[src/design/stb_pkg.sv]
// Shared types, codes and constants of the software timer bank.
package stb_pkg;

	localparam int NUM_TIMERS_DEF = 16;
	localparam int TICK_WIDTH_DEF = 32;
	localparam int MAX_RESULTS    = 16;

	localparam int FUNC_W   = 3;
	localparam int ID_W     = 4;
	localparam int PERIOD_W = 32;
	localparam int LEFT_W   = 32;
	localparam int COUNT_W  = 5;

	localparam logic STATUS_OK    = 1'b0;
	localparam logic STATUS_INVAL = 1'b1;

	typedef enum logic [FUNC_W-1:0] {
		FN_CONFIG  = 3'd0,
		FN_START   = 3'd1,
		FN_STOP    = 3'd2,
		FN_RESTART = 3'd3,
		FN_TICK    = 3'd4,
		FN_QUERY   = 3'd5
	} func_t;

	typedef enum logic [1:0] {
		ST_IDLE,
		ST_CMD,
		ST_SCAN,
		ST_EMIT
	} state_t;

	typedef struct packed {
		logic                status;
		logic                expired;
		logic [ID_W-1:0]     result_timer;
		logic                is_active;
		logic [LEFT_W-1:0]   ticks_left;
		logic [COUNT_W-1:0]  armed_count;
		logic                last;
	} res_t;

endpackage

[src/design/stb_ifs.sv]
// Valid/ready channel interfaces for command beats and result beats.
interface stb_in_if import stb_pkg::*; ();
	logic                valid;
	logic                ready;
	logic [FUNC_W-1:0]   func;
	logic [ID_W-1:0]     timer_id;
	logic [PERIOD_W-1:0] period;
	logic                periodic;

	modport source(output valid, func, timer_id, period, periodic, input ready);
	modport sink(input valid, func, timer_id, period, periodic, output ready);
endinterface

interface stb_out_if import stb_pkg::*; ();
	logic               valid;
	logic               ready;
	logic               status;
	logic               expired;
	logic [ID_W-1:0]    result_timer;
	logic               is_active;
	logic [LEFT_W-1:0]  ticks_left;
	logic [COUNT_W-1:0] armed_count;
	logic               last;

	modport source(output valid, status, expired, result_timer, is_active, ticks_left,
		armed_count, last, input ready);
	modport sink(input valid, status, expired, result_timer, is_active, ticks_left,
		armed_count, last, output ready);
endinterface

[src/design/software_timer_bank.sv]
// Top level of the software timer bank: sequencer, timer memories and result register.
//
// A bank of NUM_TIMERS timers sharing a wrapping tick counter of TICK_WIDTH bits. Period
// and expiry of every timer live in two synchronous memories with a registered read;
// active flags and the live count sit in flip-flops. A command beat (configure, start,
// stop, restart, query) reads the addressed entry, then modifies it, writes it back and
// loads the result register once it is free. A tick beat gives 1 to 16 result beats: the
// sequencer sweeps the memories one entry per cycle, re-arming or retiring each expired
// timer, then issues the expiries in index order, one per cycle while the output is free.
// A new beat is accepted while the last result still waits in the output register.
// Out-of-range timer ids and unknown function codes return status 1.
module software_timer_bank import stb_pkg::*; #(
	parameter int NUM_TIMERS = NUM_TIMERS_DEF,
	parameter int TICK_WIDTH = TICK_WIDTH_DEF
) (
	input  logic clk,
	input  logic arst_n,
	stb_in_if.sink    cmd,
	stb_out_if.source res
);

	localparam int AW = (NUM_TIMERS > 1) ? $clog2(NUM_TIMERS) : 1;
	localparam int LW = $clog2(NUM_TIMERS + 1);
	localparam int SW = (TICK_WIDTH > PERIOD_W) ? TICK_WIDTH : PERIOD_W;
	localparam int RW = $clog2(MAX_RESULTS);
	localparam int PW = PERIOD_W + 1;
	localparam logic [AW-1:0] LAST_IDX = AW'(NUM_TIMERS - 1);
	localparam logic [RW-1:0] LAST_RES = RW'(MAX_RESULTS - 1);

	function automatic logic [TICK_WIDTH-1:0] tick_add(input logic [TICK_WIDTH-1:0] t,
		input logic [PERIOD_W-1:0] p);
		logic [SW-1:0] s;
		s = SW'(t) + SW'(p);
		return s[TICK_WIDTH-1:0];
	endfunction

	state_t st_q, st_d;

	// memories: {periodic, period} and expiry tick
	logic [PW-1:0]         per_mem [NUM_TIMERS];
	logic [TICK_WIDTH-1:0] exp_mem [NUM_TIMERS];
	logic [PW-1:0]         per_rd_s1;
	logic [TICK_WIDTH-1:0] exp_rd_s1;
	logic                  pv_rd_s1;
	logic [NUM_TIMERS-1:0] pv_q;

	logic [NUM_TIMERS-1:0] act_q;
	logic [NUM_TIMERS-1:0] hit_q;
	logic [LW-1:0]         live_q, live_d;
	logic [TICK_WIDTH-1:0] tick_q;
	logic [AW-1:0]         sc_q;
	logic [RW-1:0]         cnt_q;

	logic [FUNC_W-1:0]   func_q;
	logic [ID_W-1:0]     id_q;
	logic [AW-1:0]       idx_q;
	logic                id_ok_q;
	logic [PERIOD_W-1:0] per_in_q;
	logic                pf_in_q;

	res_t res_q, res_d;
	logic res_v_q;

	logic                  accept, ofree, emit;
	logic                  rd_en, exp_we, per_we, act_set, act_clr, hit_now, last_hit;
	logic [AW-1:0]         rd_addr, wa, low_idx;
	logic [TICK_WIDTH-1:0] exp_wd;
	logic [PW-1:0]         per_wd;
	logic [PERIOD_W-1:0]   stored_per, eff_per;
	logic                  stored_pf, cur_act, new_act;
	logic [TICK_WIDTH-1:0] diff;
	logic [SW-1:0]         diff_x;
	logic [LEFT_W-1:0]     left;
	logic [NUM_TIMERS-1:0] low_bit, hit_rest;

	assign accept    = cmd.valid && cmd.ready;
	assign cmd.ready = (st_q == ST_IDLE);
	assign ofree     = !res_v_q || res.ready;

	assign stored_per = pv_rd_s1 ? per_rd_s1[PERIOD_W-1:0] : '0;
	assign stored_pf  = pv_rd_s1 & per_rd_s1[PERIOD_W];

	// lowest pending expiry
	assign low_bit  = hit_q & (~hit_q + 1'b1);
	assign hit_rest = hit_q & ~low_bit;
	always_comb begin
		low_idx = '0;
		for (int i = 0; i < NUM_TIMERS; i++) begin
			if (low_bit[i]) begin
				low_idx = low_idx | AW'(i);
			end
		end
	end

	// ticks left for a query; past or far expiry reads as zero
	always_comb begin
		diff = exp_rd_s1 - tick_q;
		if (diff[TICK_WIDTH-1] && (diff[TICK_WIDTH-2:0] != '0)) begin
			diff = '0;
		end
		diff_x = SW'(diff);
		left   = ((diff_x >> LEFT_W) != '0) ? '1 : diff_x[LEFT_W-1:0];
	end

	always_ff @(posedge clk or negedge arst_n) begin
		if (!arst_n) begin
			st_q <= ST_IDLE;
		end else begin
			st_q <= st_d;
		end
	end

	always_comb begin
		st_d     = st_q;
		rd_en    = 1'b0;
		rd_addr  = '0;
		exp_we   = 1'b0;
		per_we   = 1'b0;
		wa       = idx_q;
		exp_wd   = tick_add(tick_q, stored_per);
		per_wd   = {pf_in_q, per_in_q};
		act_set  = 1'b0;
		act_clr  = 1'b0;
		emit     = 1'b0;
		hit_now  = 1'b0;
		last_hit = (hit_rest == '0) || (cnt_q == LAST_RES);
		eff_per  = stored_per;
		cur_act  = act_q[idx_q];
		new_act  = 1'b0;
		live_d   = live_q;
		res_d    = '0;
		case (st_q)
			ST_IDLE: begin
				if (accept) begin
					rd_en   = 1'b1;
					rd_addr = (cmd.func == FN_TICK) ? '0 : AW'(cmd.timer_id);
					st_d    = (cmd.func == FN_TICK) ? ST_SCAN : ST_CMD;
				end
			end
			ST_CMD: begin
				res_d.result_timer = id_q;
				res_d.last         = 1'b1;
				if ((func_q > FN_QUERY) || !id_ok_q) begin
					res_d.status = STATUS_INVAL;
				end else begin
					case (func_q)
						FN_CONFIG: begin
							if (per_in_q == '0) begin
								res_d.status = STATUS_INVAL;
							end else begin
								per_we  = 1'b1;
								act_clr = cur_act;
							end
						end
						FN_START: begin
							if (stored_per == '0) begin
								res_d.status = STATUS_INVAL;
							end else begin
								act_set = 1'b1;
								exp_we  = 1'b1;
							end
						end
						FN_STOP: begin
							act_clr = cur_act;
						end
						FN_RESTART: begin
							if ((per_in_q == '0) && (stored_per == '0)) begin
								res_d.status = STATUS_INVAL;
							end else begin
								if (per_in_q != '0) begin
									eff_per = per_in_q;
									per_we  = 1'b1;
									per_wd  = {stored_pf, per_in_q};
								end
								act_set = 1'b1;
								exp_we  = 1'b1;
								exp_wd  = tick_add(tick_q, eff_per);
							end
						end
						FN_QUERY: begin
							res_d.ticks_left = cur_act ? left : '0;
						end
						default: begin
							res_d.status = STATUS_INVAL;
						end
					endcase
					new_act         = (cur_act & ~act_clr) | act_set;
					res_d.is_active = new_act;
					if (act_set && !cur_act) begin
						live_d = live_q + 1'b1;
					end else if (act_clr) begin
						live_d = live_q - 1'b1;
					end
				end
				res_d.armed_count = COUNT_W'(live_d);
				// hold the whole update until the result register frees up
				if (ofree) begin
					emit = 1'b1;
					st_d = ST_IDLE;
				end else begin
					exp_we  = 1'b0;
					per_we  = 1'b0;
					act_set = 1'b0;
					act_clr = 1'b0;
					live_d  = live_q;
				end
			end
			ST_SCAN: begin
				wa      = sc_q;
				hit_now = act_q[sc_q] && (exp_rd_s1 == tick_q);
				if (hit_now) begin
					if (stored_pf) begin
						exp_we = 1'b1;
					end else begin
						act_clr = 1'b1;
						live_d  = live_q - 1'b1;
					end
				end
				if (sc_q == LAST_IDX) begin
					st_d = ST_EMIT;
				end else begin
					rd_en   = 1'b1;
					rd_addr = sc_q + 1'b1;
				end
			end
			ST_EMIT: begin
				res_d.armed_count = COUNT_W'(live_q);
				if (hit_q == '0) begin
					res_d.last = 1'b1;
				end else begin
					res_d.expired      = 1'b1;
					res_d.result_timer = ID_W'(low_idx);
					res_d.is_active    = act_q[low_idx];
					res_d.last         = last_hit;
				end
				if (ofree) begin
					emit = 1'b1;
					if (res_d.last) begin
						st_d = ST_IDLE;
					end
				end
			end
			default: begin
				st_d = ST_IDLE;
			end
		endcase
	end

	always_ff @(posedge clk) begin
		if (per_we) begin
			per_mem[wa] <= per_wd;
		end
		if (exp_we) begin
			exp_mem[wa] <= exp_wd;
		end
		if (rd_en) begin
			per_rd_s1 <= per_mem[rd_addr];
			exp_rd_s1 <= exp_mem[rd_addr];
			pv_rd_s1  <= pv_q[rd_addr];
		end
	end

	always_ff @(posedge clk) begin
		if (accept) begin
			func_q   <= cmd.func;
			id_q     <= cmd.timer_id;
			idx_q    <= AW'(cmd.timer_id);
			id_ok_q  <= (int'(cmd.timer_id) < NUM_TIMERS);
			per_in_q <= cmd.period;
			pf_in_q  <= cmd.periodic;
		end
		if (emit) begin
			res_q <= res_d;
		end
	end

	always_ff @(posedge clk or negedge arst_n) begin
		if (!arst_n) begin
			pv_q    <= '0;
			act_q   <= '0;
			hit_q   <= '0;
			live_q  <= '0;
			tick_q  <= '0;
			sc_q    <= '0;
			cnt_q   <= '0;
			res_v_q <= 1'b0;
		end else begin
			if (per_we) begin
				pv_q[wa] <= 1'b1;
			end
			if (act_set) begin
				act_q[wa] <= 1'b1;
			end else if (act_clr) begin
				act_q[wa] <= 1'b0;
			end
			live_q <= live_d;
			if (accept && (cmd.func == FN_TICK)) begin
				tick_q <= tick_q + 1'b1;
				sc_q   <= '0;
				hit_q  <= '0;
				cnt_q  <= '0;
			end
			if (st_q == ST_SCAN) begin
				hit_q[sc_q] <= hit_now;
				sc_q        <= sc_q + 1'b1;
			end
			if ((st_q == ST_EMIT) && emit) begin
				hit_q <= hit_rest;
				cnt_q <= cnt_q + 1'b1;
			end
			if (emit) begin
				res_v_q <= 1'b1;
			end else if (res.ready) begin
				res_v_q <= 1'b0;
			end
		end
	end

	assign res.valid        = res_v_q;
	assign res.status       = res_q.status;
	assign res.expired      = res_q.expired;
	assign res.result_timer = res_q.result_timer;
	assign res.is_active    = res_q.is_active;
	assign res.ticks_left   = res_q.ticks_left;
	assign res.armed_count  = res_q.armed_count;
	assign res.last         = res_q.last;

	a_live_matches_flags: assert property (@(posedge clk) disable iff (!arst_n)
		int'(live_q) == $countones(act_q))
		else $error("live count out of step with active flags");

	a_tick_advance: assert property (@(posedge clk) disable iff (!arst_n)
		(accept && (cmd.func == FN_TICK)) |=> (tick_q == $past(tick_q) + 1'b1))
		else $error("tick counter did not advance on a tick beat");

	a_no_rw_collision: assert property (@(posedge clk) disable iff (!arst_n)
		(exp_we && rd_en) |-> (wa != rd_addr))
		else $error("expiry write collides with read of the same entry");

	a_emit_slot_free: assert property (@(posedge clk) disable iff (!arst_n)
		emit |-> ofree)
		else $error("result loaded over a beat not yet taken");

endmodule

[src/flat_wrapper.sv]
// flat-port wrapper written by rule: the top's interface ports become plain ports
module software_timer_bank_flat import stb_pkg::*;
#(
	parameter int NUM_TIMERS = NUM_TIMERS_DEF,
	parameter int TICK_WIDTH = TICK_WIDTH_DEF
)
  (clk, arst_n, cmd_valid, cmd_func, cmd_timer_id, cmd_period, cmd_periodic, cmd_ready, res_valid, res_status, res_expired, res_result_timer, res_is_active, res_ticks_left, res_armed_count, res_last, res_ready);
  stb_in_if cmd_i ();
  stb_out_if res_i ();
  input  logic clk;
  input  logic arst_n;
  input wire logic [$bits(cmd_i.valid)-1:0] cmd_valid;
  input wire logic [$bits(cmd_i.func)-1:0] cmd_func;
  input wire logic [$bits(cmd_i.timer_id)-1:0] cmd_timer_id;
  input wire logic [$bits(cmd_i.period)-1:0] cmd_period;
  input wire logic [$bits(cmd_i.periodic)-1:0] cmd_periodic;
  output wire logic [$bits(cmd_i.ready)-1:0] cmd_ready;
  output wire logic [$bits(res_i.valid)-1:0] res_valid;
  output wire logic [$bits(res_i.status)-1:0] res_status;
  output wire logic [$bits(res_i.expired)-1:0] res_expired;
  output wire logic [$bits(res_i.result_timer)-1:0] res_result_timer;
  output wire logic [$bits(res_i.is_active)-1:0] res_is_active;
  output wire logic [$bits(res_i.ticks_left)-1:0] res_ticks_left;
  output wire logic [$bits(res_i.armed_count)-1:0] res_armed_count;
  output wire logic [$bits(res_i.last)-1:0] res_last;
  input wire logic [$bits(res_i.ready)-1:0] res_ready;
  assign cmd_i.valid = cmd_valid;
  assign cmd_i.func = cmd_func;
  assign cmd_i.timer_id = cmd_timer_id;
  assign cmd_i.period = cmd_period;
  assign cmd_i.periodic = cmd_periodic;
  assign cmd_ready = cmd_i.ready;
  assign res_valid = res_i.valid;
  assign res_status = res_i.status;
  assign res_expired = res_i.expired;
  assign res_result_timer = res_i.result_timer;
  assign res_is_active = res_i.is_active;
  assign res_ticks_left = res_i.ticks_left;
  assign res_armed_count = res_i.armed_count;
  assign res_last = res_i.last;
  assign res_i.ready = res_ready;
  software_timer_bank #(.NUM_TIMERS(NUM_TIMERS), .TICK_WIDTH(TICK_WIDTH)) u_core (.clk(clk), .arst_n(arst_n), .cmd(cmd_i), .res(res_i));
endmodule
[config.mk]
export PLATFORM = sky130hd
export DESIGN_NAME = software_timer_bank_flat
export DESIGN_NICKNAME = d
export VERILOG_FILES = /design/src/design/stb_pkg.sv /design/src/design/stb_ifs.sv /design/src/design/software_timer_bank.sv /design/src/flat_wrapper.sv
export SDC_FILE = /design/constraint.sdc
export NUM_CORES = 2
export LEC_CHECK = 0
export ABC_AREA = 1
export BUFFER_PORTS_ARGS = -buffer_cell sky130_fd_sc_hd__buf_2
export CAP_MARGIN = 40
export CORE_MARGIN = 5
export CORE_UTILIZATION = 30
export CTS_CLUSTER_SIZE = 24
export DETAILED_ROUTE_END_ITERATION = 12
export GPL_TIMING_DRIVEN = 0
export PLACE_DENSITY = 0.52
export SLEW_MARGIN = 20
export SYNTH_ARGS = -nofsm -noshare
export SYNTH_HDL_FRONTEND = slang
export SYNTH_SLANG_ARGS = --single-unit
[constraint.sdc]
create_clock -name clk -period 5.8 [get_ports clk]
set_input_delay 0.29 -clock clk [delete_from_list [all_inputs] [get_ports clk]]
set_output_delay 0.29 -clock clk [all_outputs]
set_load 0.01 [all_outputs]
==> flow_summary.yaml <==
outcome:
  outcome: "finished clean"
die:
  die_h_um: 452.9
  fp-row-count: 162
  start_util_pct: 30.17
  core_area_um2: 195000
  dieArea_um2: 205100
  ios: 91
  die_w_um: 452.9
cts:
  clkTransAtPathRegs_ps: 60
  clkLatencyLatePin_ps: 800
  cts_tree: "yes"
  cts_buffers: 142
  root_buffer: "clkbuf_16"
  clockBufferDepth: 3
  cts.htree.levels: 4
  cts.sinks: 1287
place:
  portBuffers: 90
  gp_congestion: 0.9307
  hpwl_um: 154000
  pre_cts_slack_ps: -1608
synth:
  syn_nets: 5542
  ys_seq_elements: 1287
  synthTopCellsByArea: "edfxtp_1 (61%), nor2_1 (6.5%), nand2_1 (4.5%)"
  synth_warnings: 0
  ys_dominant_reg_cell: "edfxtp_1"
  avgSynthCellArea_um2: 10.92
  async_reset_ff_share_pct: 7.459
  ys_seq_area_share_pct: 64.87
  synth.largest_area_cell: "edfxtp_1"
  postSynthCellCount: 5390
  synth_area_um2: 58840
  synth_edf_count: 1191
  synth.top_cell.area_share_pct: 60.79
  yosysUniqueCellTypes: 54
setup_path:
  end_kind: "register"
  cp_cell_sequence: "nor4_1 -> nand3_1 -> nor2_4 -> clkbuf_4 -> clkbuf_2 -> nor2_1 -> a21oi_1 -> ha_1 -> inv_1 -> o21ai_0 -> a21boi_1 -> o21ai_1 -> nand3_1 -> nand2_1 -> nand2_1 -> nand2_1 -> nand2_1 -> nand2_1 -> nand2_1 -> nand3_1 -> nand2_1"
  worst_ep_arrival_time_ps: 6070
  cp_slowest_stage_delay_ps: 740
  start_kind: "register"
  worstPathRequired_ps: 6150
  worst-path-max-fanout: 18
  path_common_cell: "nand2_1"
  cp_slowest_cell: "edfxtp_1"
  crit_type: "reg -> reg"
power:
  switchingPower_uw: 15570
  internal-power_uw: 21510
  p_leak_uw: 0.02596
  power_frac_comb_pct: 41.2
  p_seq_share_pct: 35.4
  clockPowerShare_pct: 23.4
  peakVddDrop_uv: 231.9
  power_density_nw_per_um2: 529.8
  sw_frac_of_total_pct: 41.98
sta:
  skew_ps: 53.55
  final.min_clock_period_ps: 5725
  fin_crit_sh_pct: 98.70
  setup_viol: 0
  finalWorstSetupSlack_ps: 75.12
  hold_viol: 0
  drv_slew: 0
  rsz0062_at_grt: "false"
  relSlewSlack_pct: 37.09
  clock.fmax_mhz: 174.7
  worst_slew_pin_slew_ps: 943.6
detailed_routing:
  viasPerCell: 5.148
  wire_per_inst_um: 24.66
  first_pass_iters: 6
  antenna_left: 0
  drt-total-wl_um: 210700
  drt_iter0_markers: 5127
  vias: 44000
  drc: 0
grt:
  grt_use_total_pct: 20.06
  grt_remaining_overflow: 0
  antenna_found_initial: 13
  grt_pass1_vias: 41800
  grt_pass1_wl_um: 300900
  grt_max_degree: 55
min_path:
  hold_path_class: "in -> async"
layout:
  final_util_pct: 35.89
  fill_cells: 19290
  finalNetCount: 5959
  drive_gt1_share_pct: 11.17
  area_delta_synth_final_pct: 18.94
run:
  max-cap-violations: 0
## Yosys cell counts (39+ instances only)
master / number
a21oi_1: 135
o21bai_1: 141
buf_2: 81
dfrtp_1: 96
o21ai_0: 404
nor3_1: 137
nor2_1: 1013
edfxtp_1: 1191
nand3_1: 156
clkbuf_1: 143
nand2_1: 700
xor2_1: 54
nor2_2: 39
ha_1: 105
inv_1: 429
o311ai_1: 214
## path summary, 6_finish.rpt
check,start,end,slack [ps],cells after the start
setup / recovery,u_core.per_in_q[18],u_core.exp_mem[0][31],80,21
hold / removal,arst_n,u_core.sc_q[1],30,2
setup reg to reg,u_core.per_in_q[18],u_core.exp_mem[0][31],80,21
hold reg to reg,u_core.pv_q[10],u_core.pv_q[10],460,1
max in group asynchronous,arst_n,u_core.sc_q[0],4950,3
min in group clk,cmd_valid,u_core.st_q[1],80,5
## registers in the layout, indices dropped and copies added, names as in the netlist, 5 cells and up, named ones only
name,cells
u_core.live_q,5
u_core.per_rd_s1,33
u_core.tick_q,32
u_core.per_mem,528
u_core.exp_rd_s1,32
u_core.res.ticks_left,32
u_core.hit_q,16
u_core.per_in_q,32
u_core.pv_q,16
u_core.res.armed_count,5
u_core.exp_mem,512
## layout make-up
cell class	count	area, µm²	share of cell area (%)
Sequential cell	1287	38170	54.54
Multi-Input combinational cell	3411	18230	26.05
Clock buffer	189	3812	5.448
Tap cell	2624	3283	4.691
Timing Repair Buffer	273	3045	4.352
Inverter	440	1658	2.369
Buffer	252	1136	1.623
Clock inverter	63	630.6	0.9011
Antenna cell	7	17.52	0.02503
## critical path, delay by kind of cell (launching register included)
kind	cells	cell delay [ps]
simple gates	13	2210
compound gates	4	1310
flops	1	740
buf+inv	3	700
fa+ha+maj	1	240
## kinds of logic after synthesis
kind of cell,after synthesis,share of synthesized area (%)
AO/OA/AOI/OAI,1083,11.95
XOR/XNOR,69,1.027
AND/OR/NAND/NOR,2151,15.09
adder cells (fa/ha/maj),108,2.335
buffers and inverters,692,4.727
flip-flops,1287,64.87
## metal layers
metal	GRT usage [%]	up-vias	wire length, µm
met2	30.73	1914	93130
met1	29.05	21740	94070
met4	5.722	4	5960
met3	3.698	295	17530
met5	0	-	27
li1	-	20040	-
## through the flow
step	power (µW)	instance area, µm²	instances	hold slack [ps]	TNS (ps)
5_1_grt	38850	69960	8539	55.69	0
4_1_cts	36900	69710	8519	1.059	0
2_1_floorplan	21300	58840	5390	-5.591	0
3_5_place_dp	28020	64500	8193	250.5	-333630
6_report	37080	69980	8546	26.62	0
3_3_place_gp	27410	62570	8104	441.7	-1362640
## repair_timing
item / in CTS / in global routing
pin swaps: 0 / 0
buffers inserted: 31 / 15
hold buffers: 43 / 0
endpoints found under the hold margin: 137 / 0
setup endpoints to repair: 432 / 160
gates resized for setup: 12 / 6
## power by group through the flow
stage / Clock (µW) / Combinational (µW) / Sequential (µW)
6_report: 8680 / 15300 / 13100
3_3_place_gp: 0 / 13700 / 13700
2_1_floorplan: 0 / 8030 / 13300
4_1_cts: 8830 / 14900 / 13200
5_1_grt: 9240 / 16400 / 13200
3_5_place_dp: 0 / 14500 / 13500
## cells in the final DEF (no fill, tap or decap), types with 144 or more instances in the layout
cell | Yosys | routed
o311ai_1 | 214 | 214
buf_2 | 81 | 177
nor2_1 | 1013 | 978
o21ai_0 | 404 | 384
clkbuf_16 | 0 | 144
clkbuf_1 | 143 | 181
nand2_1 | 700 | 695
inv_1 | 429 | 427
nand3_1 | 156 | 156
edfxtp_1 | 1191 | 1191
No activity file was read; power rests on OpenSTA's default activity.
